File: config.mk
export PLATFORM = sky130hd
export DESIGN_NAME = pfd_queue
export DESIGN_NICKNAME = d
export VERILOG_FILES = /design/src/pfd_pkg.sv /design/src/pfd_queue.sv
export SDC_FILE = /design/constraint.sdc
export NUM_CORES = 1
export LEC_CHECK = 0
export BUFFER_PORTS_ARGS = -buffer_cell sky130_fd_sc_hd__buf_2
export CORE_UTILIZATION = 39
export CTS_CLUSTER_DIAMETER = 50
export DETAILED_ROUTE_END_ITERATION = 8
export PLACE_DENSITY_LB_ADDON = 0.25
export SYNTH_ARGS = -nofsm -noshare
export SYNTH_HDL_FRONTEND = slang
export SYNTH_SLANG_ARGS = --single-unit
File: constraint.sdc
create_clock -name clk_i -period 3.6 [get_ports clk_i]
set_input_delay 0.18 -clock clk_i [delete_from_list [all_inputs] [get_ports clk_i]]
set_output_delay 0.18 -clock clk_i [all_outputs]
set_load 0.02 [all_outputs]
File: src/pfd_pkg.sv
// Shared types, constants and helpers for the page frame store drawing block.
package pfd_pkg;

  // Default screen geometry.
  localparam int unsigned SCREEN_COLUMNS_DEF = 128;
  localparam int unsigned SCREEN_ROWS_DEF    = 64;

  // Job fields are sized for the largest legal geometry (256 columns, 32 pages).
  localparam int unsigned COL_W  = 8;
  localparam int unsigned PAGE_W = 5;

  // Depth of the job queue between front and back.
  localparam int unsigned QUEUE_DEPTH = 2;

  typedef enum logic [1:0] {
    CMD_POINT = 2'd0,
    CMD_FILL  = 2'd1,
    CMD_READ  = 2'd2,
    CMD_NONE  = 2'd3
  } pfd_cmd_e;

  typedef enum logic [1:0] {
    JOB_NOP   = 2'd0,
    JOB_WRITE = 2'd1,
    JOB_READ  = 2'd2
  } pfd_job_e;

  typedef enum logic [2:0] {
    ST_CLEAR = 3'd0,
    ST_IDLE  = 3'd1,
    ST_WALK  = 3'd2,
    ST_DONE  = 3'd3,
    ST_READ  = 3'd4
  } pfd_state_e;

  // One classified command: clipped column/page span plus the row bits that
  // bound the mask on the first and last page.
  typedef struct packed {
    pfd_job_e          kind;
    logic              ink;
    logic [COL_W-1:0]  c0;
    logic [COL_W-1:0]  c1;
    logic [PAGE_W-1:0] p0;
    logic [PAGE_W-1:0] p1;
    logic [2:0]        top_bit;
    logic [2:0]        bot_bit;
  } pfd_job_t;

  // Bits lo..hi (inclusive) set.
  function automatic logic [7:0] page_mask(input logic [2:0] lo, input logic [2:0] hi);
    return (8'hff << lo) & (8'hff >> (3'd7 - hi));
  endfunction

endpackage

File: src/pfd_queue.sv
// Short job queue between the classifier and the store sequencer.
module pfd_queue (
  input  logic              clk_i,
  input  logic              rst_ni,
  input  logic              push_i,
  input  pfd_pkg::pfd_job_t job_i,
  input  logic              pop_i,
  output pfd_pkg::pfd_job_t job_o,
  output logic              valid_o,
  output logic              full_o
);

  localparam int unsigned QD    = pfd_pkg::QUEUE_DEPTH;
  localparam int unsigned PTR_W = (QD > 1) ? $clog2(QD) : 1;
  localparam int unsigned CNT_W = $clog2(QD + 1);

  pfd_pkg::pfd_job_t slot_q [QD];
  logic [PTR_W-1:0]  wr_ptr_q, wr_ptr_d;
  logic [PTR_W-1:0]  rd_ptr_q, rd_ptr_d;
  logic [CNT_W-1:0]  cnt_q, cnt_d;
  logic              do_push;
  logic              do_pop;

  assign full_o  = cnt_q == CNT_W'(QD);
  assign valid_o = cnt_q != '0;
  assign job_o   = slot_q[rd_ptr_q];
  assign do_push = push_i && !full_o;
  assign do_pop  = pop_i && valid_o;

  always_comb begin
    wr_ptr_d = wr_ptr_q;
    rd_ptr_d = rd_ptr_q;
    cnt_d    = cnt_q;
    if (do_push) begin
      wr_ptr_d = (wr_ptr_q == PTR_W'(QD - 1)) ? '0 : wr_ptr_q + PTR_W'(1);
    end
    if (do_pop) begin
      rd_ptr_d = (rd_ptr_q == PTR_W'(QD - 1)) ? '0 : rd_ptr_q + PTR_W'(1);
    end
    if (do_push && !do_pop) begin
      cnt_d = cnt_q + CNT_W'(1);
    end else if (do_pop && !do_push) begin
      cnt_d = cnt_q - CNT_W'(1);
    end
  end

  always_ff @(posedge clk_i or negedge rst_ni) begin
    if (!rst_ni) begin
      wr_ptr_q <= '0;
      rd_ptr_q <= '0;
      cnt_q    <= '0;
    end else begin
      wr_ptr_q <= wr_ptr_d;
      rd_ptr_q <= rd_ptr_d;
      cnt_q    <= cnt_d;
    end
  end

  always_ff @(posedge clk_i) begin
    if (do_push) begin
      slot_q[wr_ptr_q] <= job_i;
    end
  end

endmodule

==> results.yml <==
outcome:
  status: "complete, no violations"
floorplan:
  num_rows: 30
  io_pins: 76
  die_area_um2: 7720
  dieWidth_um: 87.9
  fp.coreArea_um2: 6940
  fp.dieH_um: 87.9
  start_util_pct: 41.4
clocking:
  cts_tree: "done"
  cts-root-buf: "clkbuf_8"
  cts_htree_levels: 3
  clk_pin_slew_ns: 0.08
  cts_buffers: 9
  clkSinkCount: 74
  cts_resized: 0
  clock_latency_ns: 0.33
  clock_path_buffers: 2
route:
  drtAntennaViolNets: 0
  finalWirelength_mm: 4.49
  drtIter0Drc: 63
  dr.pass1.iters: 4
  drc: 0
  vias: 1368
  wire_per_inst_um: 14.4
  vias_per_cell: 4.38
timing:
  finalSetupViolCount: 0
  max_freq_mhz: 451
  grt_setup_unrepaired: "false"
  fin_crit_ns: 2.22
  whs_ns: 0.0336
  final.setup.tns_ns: 0
  slew_violations: 0
  clock_skew_ns: 0.00805
  tightest_slew_ns: 1.13
  maxSlewHeadroom_pct: 24.9
  hold_viol_final: 0
  fin_crit_sh_pct: 61.6
final_layout:
  final_common_cell: "buf_2"
  diodes: 0
  fillCellCount: 602
  syn_to_final_growth_pct: 21.8
  fin_nets: 251
  seq_area_um2: 2200
  layout-drive-gt1-share_pct: 59.3
  final_cell_mix: "buf_2 (75), edfxtp_1 (70), mux2_4 (29), clkbuf_8 (9), mux2_2 (6)"
  multi_input_area_um2: 604
placed_design:
  dpl.hpwl_mm: 2.73
  gp_congestion: 0.689
  portBuffers: 75
global_route:
  grtUsageTotal_pct: 12.5
  grtUsageMet1_pct: 15.7
  gr-max-usage-layer: "met2"
  antenna_found_initial: 0
  grt-ovfl-total: 0
  use_met3_pct: 4.05
  met2_usage_pct: 18.8
  grt_pass1_vias: 1355
  grt_first_pass_wirelength_mm: 6.77
  grt_max_degree: 37
worst_setup_path:
  critPathCapture: "job_o[12]"
  r2r-end: "slot_q[0][12]$_DFFE_PP_"
  required_ns: 3.42
  cp.arrival_ns: 2.04
  end_kind: "output port"
  r2r_cells: 3
  cpMaxStageDelayCell: "dfrtp_2"
  crit_chain: "mux2_2 -> buf_2"
  r2r_start: "cnt_q[0]$_DFFE_PN0P_"
  slowest_delay_ns: 1.12
  start_kind: "register"
  critPathKind: "register to output port"
  crit_fanout: 36
  crit_start: "rd_ptr_q$_DFFE_PN0P_"
  rrSetupSlack_ns: 1.69
logic_synthesis:
  synthesis.area_um2: 2880
  synth.distinct_cells: 16
  synth-seq-area-share_pct: 76.6
  synth_nets: 168
  netlist_instances: 128
  ys_ff_latch: 74
  syn_area_per_cell_um2: 22.5
  synth_warnings: 0
worst_hold_path:
  hp-class: "primary input to register"
  min_from: "job_i[5]"
  whs_path_depth: 1
run:
  drv_cap: 0
pwr:
  irDropWorstVdd_uv: 562
  p_leak_nw: 1.41
  power_density_nw_per_um2: 834
-- registers in the layout, indices dropped and copies added (netlist names) --
register	cells
cnt_q	2
rd_ptr_q	1
slot_q	70
wr_ptr_q	1
-- layer usage --
metal  up-vias  routed length (um)
met5         -                   0
met4         0                  65
met3         7                 235
met2        53                2110
met1       651                2080
li1        657                   -
-- synthesized netlist by cell type --
cell | n | area [um^2]
and3_1 | 1 | 6.26
buf_12 | 3 | 60.1
buf_6 | 1 | 11.3
dfrtp_1 | 4 | 100
edfxtp_1 | 70 | 2100
ha_1 | 1 | 12.5
inv_1 | 2 | 7.51
mux2_2 | 6 | 67.6
mux2_4 | 29 | 435
nand2_1 | 1 | 3.75
nand2_2 | 1 | 6.26
nand2b_1 | 1 | 6.26
nor2_1 | 2 | 7.51
or2_1 | 1 | 6.26
xnor2_1 | 3 | 26.3
xor2_1 | 2 | 17.5
-- metrics by stage --
step                instances  area [um^2]  total power (W)  util (%)  setup slack, ns
finish                    312         3500          0.00292      50.5             1.38
global route              312         3500          0.00307      50.5             1.27
CTS                       312         3500          0.00297      50.5             1.32
detailed placement        295         3310          0.00236      47.7             1.65
global placement          295         3310          0.00235      47.7             1.70
floorplan                 128         2880          0.00213         -             1.07
-- cell type report --
type / count / share of cell area, %
Sequential cell: 74 / 62.9
Timing Repair Buffer: 76 / 11.0
Multi-Input combinational cell: 48 / 17.2
Inverter: 2 / 0.214
Clock buffer: 9 / 3.53
Clock inverter: 7 / 1.71
Tap cell: 96 / 3.43
-- what timing repair did --
| action | 4_1_cts | 5_1_grt |
|---|---|---|
| setup endpoints to repair | 0 | 0 |
| buffers inserted | 0 | 0 |
| endpoints found under the hold margin | 4 | 0 |
| hold buffers | 1 | 0 |
-- kinds of logic after synthesis --
kind of cell	share of synthesized area, %
mux	17.5
fa+ha+maj	0.435
flops	76.6
xor+xnor	1.52
simple gates	1.26
buf+inv	2.74
-- critical path: cells and delay by family, from the launching register on --
family                 cells  cell delay (ns)
DFF                        1             1.12
buffers and inverters      1             0.16
muxes                      1             0.42
-- power breakdown --
| group | internal [W] | switching [W] | total, W |
|---|---|---|---|
| sequential | 0.00118 | 0.000165 | 0.00135 |
| clock | 0.000312 | 0.000288 | 0.000599 |
| combinational | 0.000473 | 0.000501 | 0.000974 |
| total | 0.00197 | 0.000954 | 0.00292 |
-- worst min-delay path by stage --
stage | end | slack (ns)
3_5_place_dp | cnt_q[0]$_DFFE_PN0P_ | -0.008
3_3_place_gp | cnt_q[1]$_DFFE_PN0P_ | -0.008
5_1_grt | slot_q[1][11]$_DFFE_PP_ | 0.007
6_report | slot_q[1][5]$_DFFE_PP_ | 0.03
2_1_floorplan | cnt_q[0]$_DFFE_PN0P_ | -0.12
4_1_cts | slot_q[1][13]$_DFFE_PP_ | 0.01
No activity file was read; power rests on OpenSTA's default activity.
