### src/pfd_pkg.sv
// Shared types, constants and helpers for the page frame store drawing block.
package pfd_pkg;

  // Default screen geometry.
  localparam int unsigned SCREEN_COLUMNS_DEF = 128;
  localparam int unsigned SCREEN_ROWS_DEF    = 64;

  // Job fields are sized for the largest legal geometry (256 columns, 32 pages).
  localparam int unsigned COL_W  = 8;
  localparam int unsigned PAGE_W = 5;

  // Depth of the job queue between front and back.
  localparam int unsigned QUEUE_DEPTH = 2;

  typedef enum logic [1:0] {
    CMD_POINT = 2'd0,
    CMD_FILL  = 2'd1,
    CMD_READ  = 2'd2,
    CMD_NONE  = 2'd3
  } pfd_cmd_e;

  typedef enum logic [1:0] {
    JOB_NOP   = 2'd0,
    JOB_WRITE = 2'd1,
    JOB_READ  = 2'd2
  } pfd_job_e;

  typedef enum logic [2:0] {
    ST_CLEAR = 3'd0,
    ST_IDLE  = 3'd1,
    ST_WALK  = 3'd2,
    ST_DONE  = 3'd3,
    ST_READ  = 3'd4
  } pfd_state_e;

  // One classified command: clipped column/page span plus the row bits that
  // bound the mask on the first and last page.
  typedef struct packed {
    pfd_job_e          kind;
    logic              ink;
    logic [COL_W-1:0]  c0;
    logic [COL_W-1:0]  c1;
    logic [PAGE_W-1:0] p0;
    logic [PAGE_W-1:0] p1;
    logic [2:0]        top_bit;
    logic [2:0]        bot_bit;
  } pfd_job_t;

  // Bits lo..hi (inclusive) set.
  function automatic logic [7:0] page_mask(input logic [2:0] lo, input logic [2:0] hi);
    return (8'hff << lo) & (8'hff >> (3'd7 - hi));
  endfunction

endpackage

### src/pfd_front.sv
// Command classifier: clips points, rectangles and reads into a job.
module pfd_front #(
  parameter int unsigned SCREEN_COLUMNS = pfd_pkg::SCREEN_COLUMNS_DEF,
  parameter int unsigned SCREEN_ROWS    = pfd_pkg::SCREEN_ROWS_DEF
) (
  input  logic [1:0]        command_i,
  input  logic signed [8:0] column_i,
  input  logic [7:0]        row_i,
  input  logic [7:0]        rect_height_i,
  input  logic [7:0]        rect_width_i,
  input  logic              ink_i,
  output pfd_pkg::pfd_job_t job_o
);

  localparam int unsigned PAGES = (SCREEN_ROWS + 7) / 8;

  logic              col_neg;
  logic              col_in;
  logic              row_in;
  logic              page_in;
  logic signed [9:0] col_s;
  logic signed [9:0] col_end;
  logic signed [9:0] col_hi;
  logic signed [9:0] col_last;
  logic [7:0]        col_lo;
  logic [8:0]        row_end;
  logic [8:0]        row_hi;
  logic [8:0]        row_last;
  logic              fill_ok;

  assign col_neg = column_i[8];
  assign col_s   = {column_i[8], column_i};
  assign col_in  = !col_neg && ({1'b0, column_i[7:0]} < 9'(SCREEN_COLUMNS));
  assign row_in  = {1'b0, row_i} < 9'(SCREEN_ROWS);
  assign page_in = {1'b0, row_i[7:3]} < 6'(PAGES);

  // Rectangle clip: [col_lo, col_hi) x [row_i, row_hi)
  assign col_end  = col_s + $signed({2'b00, rect_width_i});
  assign col_hi   = (col_end > $signed(10'(SCREEN_COLUMNS))) ? $signed(10'(SCREEN_COLUMNS))
                                                             : col_end;
  assign col_lo   = col_neg ? 8'd0 : column_i[7:0];
  assign col_last = col_hi - 10'sd1;
  assign row_end  = {1'b0, row_i} + {1'b0, rect_height_i};
  assign row_hi   = (row_end > 9'(SCREEN_ROWS)) ? 9'(SCREEN_ROWS) : row_end;
  assign row_last = row_hi - 9'd1;
  assign fill_ok  = ($signed({2'b00, col_lo}) < col_hi) && ({1'b0, row_i} < row_hi);

  always_comb begin
    job_o     = '0;
    job_o.ink = ink_i;
    unique case (pfd_pkg::pfd_cmd_e'(command_i))
      pfd_pkg::CMD_POINT: begin
        if (col_in && row_in) begin
          job_o.kind    = pfd_pkg::JOB_WRITE;
          job_o.c0      = column_i[7:0];
          job_o.c1      = column_i[7:0];
          job_o.p0      = row_i[7:3];
          job_o.p1      = row_i[7:3];
          job_o.top_bit = row_i[2:0];
          job_o.bot_bit = row_i[2:0];
        end
      end
      pfd_pkg::CMD_FILL: begin
        if (fill_ok) begin
          job_o.kind    = pfd_pkg::JOB_WRITE;
          job_o.c0      = col_lo;
          job_o.c1      = col_last[7:0];
          job_o.p0      = row_i[7:3];
          job_o.p1      = row_last[7:3];
          job_o.top_bit = row_i[2:0];
          job_o.bot_bit = row_last[2:0];
        end
      end
      pfd_pkg::CMD_READ: begin
        if (col_in && page_in) begin
          job_o.kind = pfd_pkg::JOB_READ;
          job_o.c0   = column_i[7:0];
          job_o.p0   = row_i[7:3];
        end
      end
      pfd_pkg::CMD_NONE: begin
        job_o.kind = pfd_pkg::JOB_NOP;
      end
      default: begin
        job_o.kind = pfd_pkg::JOB_NOP;
      end
    endcase
  end

endmodule

### config.mk
export PLATFORM = sky130hd
export DESIGN_NAME = pfd_front
export DESIGN_NICKNAME = d
export VERILOG_FILES = /design/src/pfd_pkg.sv /design/src/pfd_front.sv
export SDC_FILE = /design/constraint.sdc
export NUM_CORES = 1
export LEC_CHECK = 0
export ABC_AREA = 1
export CAP_MARGIN = 40
export CORE_MARGIN = 2
export CORE_UTILIZATION = 58
export DETAILED_ROUTE_END_ITERATION = 12
export DONT_BUFFER_PORTS = 1
export PLACE_DENSITY = 0.81
export SLEW_MARGIN = 40
export SYNTH_ARGS = -nofsm -noshare
export SYNTH_HDL_FRONTEND = slang
export SYNTH_SLANG_ARGS = --single-unit
### constraint.sdc
create_clock -name vclk -period 11.68
set_clock_uncertainty 0.15 [all_clocks]
set_input_delay 1.168 -clock vclk [all_inputs]
set_output_delay 1.168 -clock vclk [all_outputs]
set_load 0.005 [all_outputs]
==> results_dict.tcl <==
set metrics [dict create \
    slew_viol_final 0 \
    synth_nets 446 \
    post_cts_buffers 0 \
    seq_area_frac_synth 0 \
    period_needed_ps 6150 \
    intPower_w 0.0000397 \
    yosysWarnings 0 \
    crit_required_ps 10360 \
    maxSlewHeadroom 0.598 \
    worst_hold_path.endpoint "job_o[32]" \
    portBuffers 0 \
    p_per_area_nw_per_um2 52.5 \
    wl_um 5140 \
    critPathKind "primary input to primary output" \
    firstDrtPassIters 4 \
    max_stage_delay_ps 500 \
    synthTopCellsByArea "nand2_1 (22%), ha_1 (19%), inv_1 (12%), nand3_1 (6.7%), o21ai_2 (6.7%)" \
    crit_top_cell "nand2_1" \
    crit_path_cell_trace "ha_1 -> inv_1 -> fa_1 -> nand2_1 -> nor2_1 -> nand3_1 -> nor2_2 -> nand2_1 -> a21oi_2 -> nand2_1 -> inv_1 -> nand2_1 -> ha_1 -> a21oi_1 -> o21ai_0 -> a21oi_1 -> o21ai_0 -> a21oi_4 -> nand4_4 -> o21ai_0" \
    die_h_um 63.9 \
    cp_data_arrival_time_ps 4840 \
    viasPerCell 5.43 \
    crit_slowest_cell "fa_1" \
    final.period_utilization 0.527 \
    post_cts_resized 0 \
    synthesis.area_um2 2080 \
    drt_iter0_markers 101 \
    grt_max_degree 34 \
    critPathCaptureType "primary output" \
    gp_congestion 0.908 \
    total_power_w 0.000110 \
    synth.distinct_cells 31 \
    placedCellCount 418 \
    hold_slack_ps 2190 \
    register_area_um2 0 \
    rows 21 \
    sw_frac_of_total 0.641 \
    critPathBufInv 2 \
    fmax_mhz 162 \
    overflow 0 \
    clock_buffers 0 \
    start_kind "primary input" \
    comb_power_share 1.000 \
    synthCells 376 \
    nNetsFinal 444 \
    seq_cell_count 0 \
    power_leakage_nw 1.20 \
    clkPwrFrac 0 \
    drc 0 \
    pin_count 71 \
    antenna_left 0 \
    switching_power_w 0.0000707 \
    diodes 0 \
    track_usage 0.248 \
    synth_top_cell_by_area "nand2_1" \
    areaGrowthSynthToFinish_pct 1.08 \
    grt_pass1_wl_um 8490 \
    cts_hold_buffers 0 \
    netlist.area_leader.share 0.217 \
    syn_avg_cell_area_um2 5.53 \
    multi_input_area_um2 1780 \
    synth_common_cells "nand2_1 (120), inv_1 (66), nor2_1 (33)" \
    holdCritPathClass "primary input to primary output" \
    crit_family "compound AO/OA/AOI/OAI gates" \
    vdd.ir_drop.worst_v 0.0000251 \
    dr_total_vias 2268 \
    crit_fanout 33 \
    core_um2 3390 \
    status "completed" \
    final-hold-violation-count 0 \
    fillers 339 \
    finalNonFillerCells 418 \
    grt_pass1_vias 2080 \
    drive_gt1_frac 0.0887 \
    die_x_um 63.9 \
    rsz0062_at_grt "no" \
    die_area_um2 4080 \
    synth.most_common_cell "nand2_1" \
    initial_utilization 0.614 \
    worst_pin_slew_ps 598 \
    pwr-share-seq 0 \
    grt_antenna_before_repair 0 \
    whs_path_depth 0 \
    dpl.hpwl_um 4490 \
    pre_cts_slack_ps 5550 \
    post_drt_wl_per_cell_um 12.3 \
    setup_ws_ps 5530 \
    setup_viol 0 \
    maxCapViolations 0 \
    finalSetupTns_ps 0 \
    hold_path_startpoint "ink_i" \
]
==> area by class of cell <==
cell class                      instances  share of cell area
Inverter                               70               0.125
Multi-Input combinational cell        302               0.848
Tap cell                               46              0.0274
==> kinds of logic (layout without fill, tap and decap cells) <==
kind of cell | count (synthesis) | in the layout | synth area share
xor gates and xnor gates | 10 | 10 | 0.0421
AOI/OAI and AO/OA | 51 | 51 | 0.168
and+or+nand+nor | 206 | 206 | 0.430
adders and majority gates | 34 | 34 | 0.212
buffers and inverters | 74 | 70 | 0.146
other | 1 | 1 | 0.00180
==> metrics by stage <==
stage          utilization  area, µm²
2_1_floorplan            -       2080
3_3_place_gp         0.618       2100
3_5_place_dp         0.618       2100
4_1_cts              0.618       2100
5_1_grt              0.620       2100
6_report             0.620       2100
==> layout by cell type (no fill, tap or decap), types with 2 or more instances in the layout <==
master,Yosys,routed
a21oi_1,18,18
xnor2_1,2,2
o21ai_2,16,16
nand2_2,5,5
inv_1,66,66
xor2_1,8,8
fa_1,2,2
nand3_1,28,28
nand4_1,7,7
nor2_1,33,33
ha_1,32,32
nor3_1,2,2
a21oi_2,3,3
clkinv_1,3,3
nand3_2,2,2
or2_2,2,2
o21ai_0,9,9
nand2_1,120,120
nand3b_1,3,3
==> worst max-delay path by stage <==
| stage | start | end | slack [ps] | cells after the start |
|---|---|---|---|---|
| floorplan | row_i[0] | job_o[12] | 6300 | 21 |
| global placement | row_i[0] | job_o[7] | 5760 | 20 |
| detailed placement | row_i[0] | job_o[19] | 5550 | 20 |
| CTS | row_i[0] | job_o[19] | 5550 | 20 |
| global route | row_i[0] | job_o[19] | 5200 | 20 |
| finish | row_i[0] | job_o[7] | 5530 | 20 |
==> per-layer routing <==
metal,vias up,GRT usage,part of all wire
met4,0,0.0353,0.016
met3,6,0.0387,0.070
met1,986,0.293,0.43
met5,-,0,0
met2,71,0.473,0.49
li1,1205,-,-
==> power by group through the flow <==
| stage | clock network, W | registers, W | logic (W) |
|---|---|---|---|
| 6_report | 0 | 0 | 0.000110 |
| 5_1_grt | 0 | 0 | 0.000126 |
| 4_1_cts | 0 | 0 | 0.000110 |
| 3_5_place_dp | 0 | 0 | 0.000110 |
| 3_3_place_gp | 0 | 0 | 0.000108 |
| 2_1_floorplan | 0 | 0 | 0.0000930 |
No activity file was read; power rests on OpenSTA's default activity.
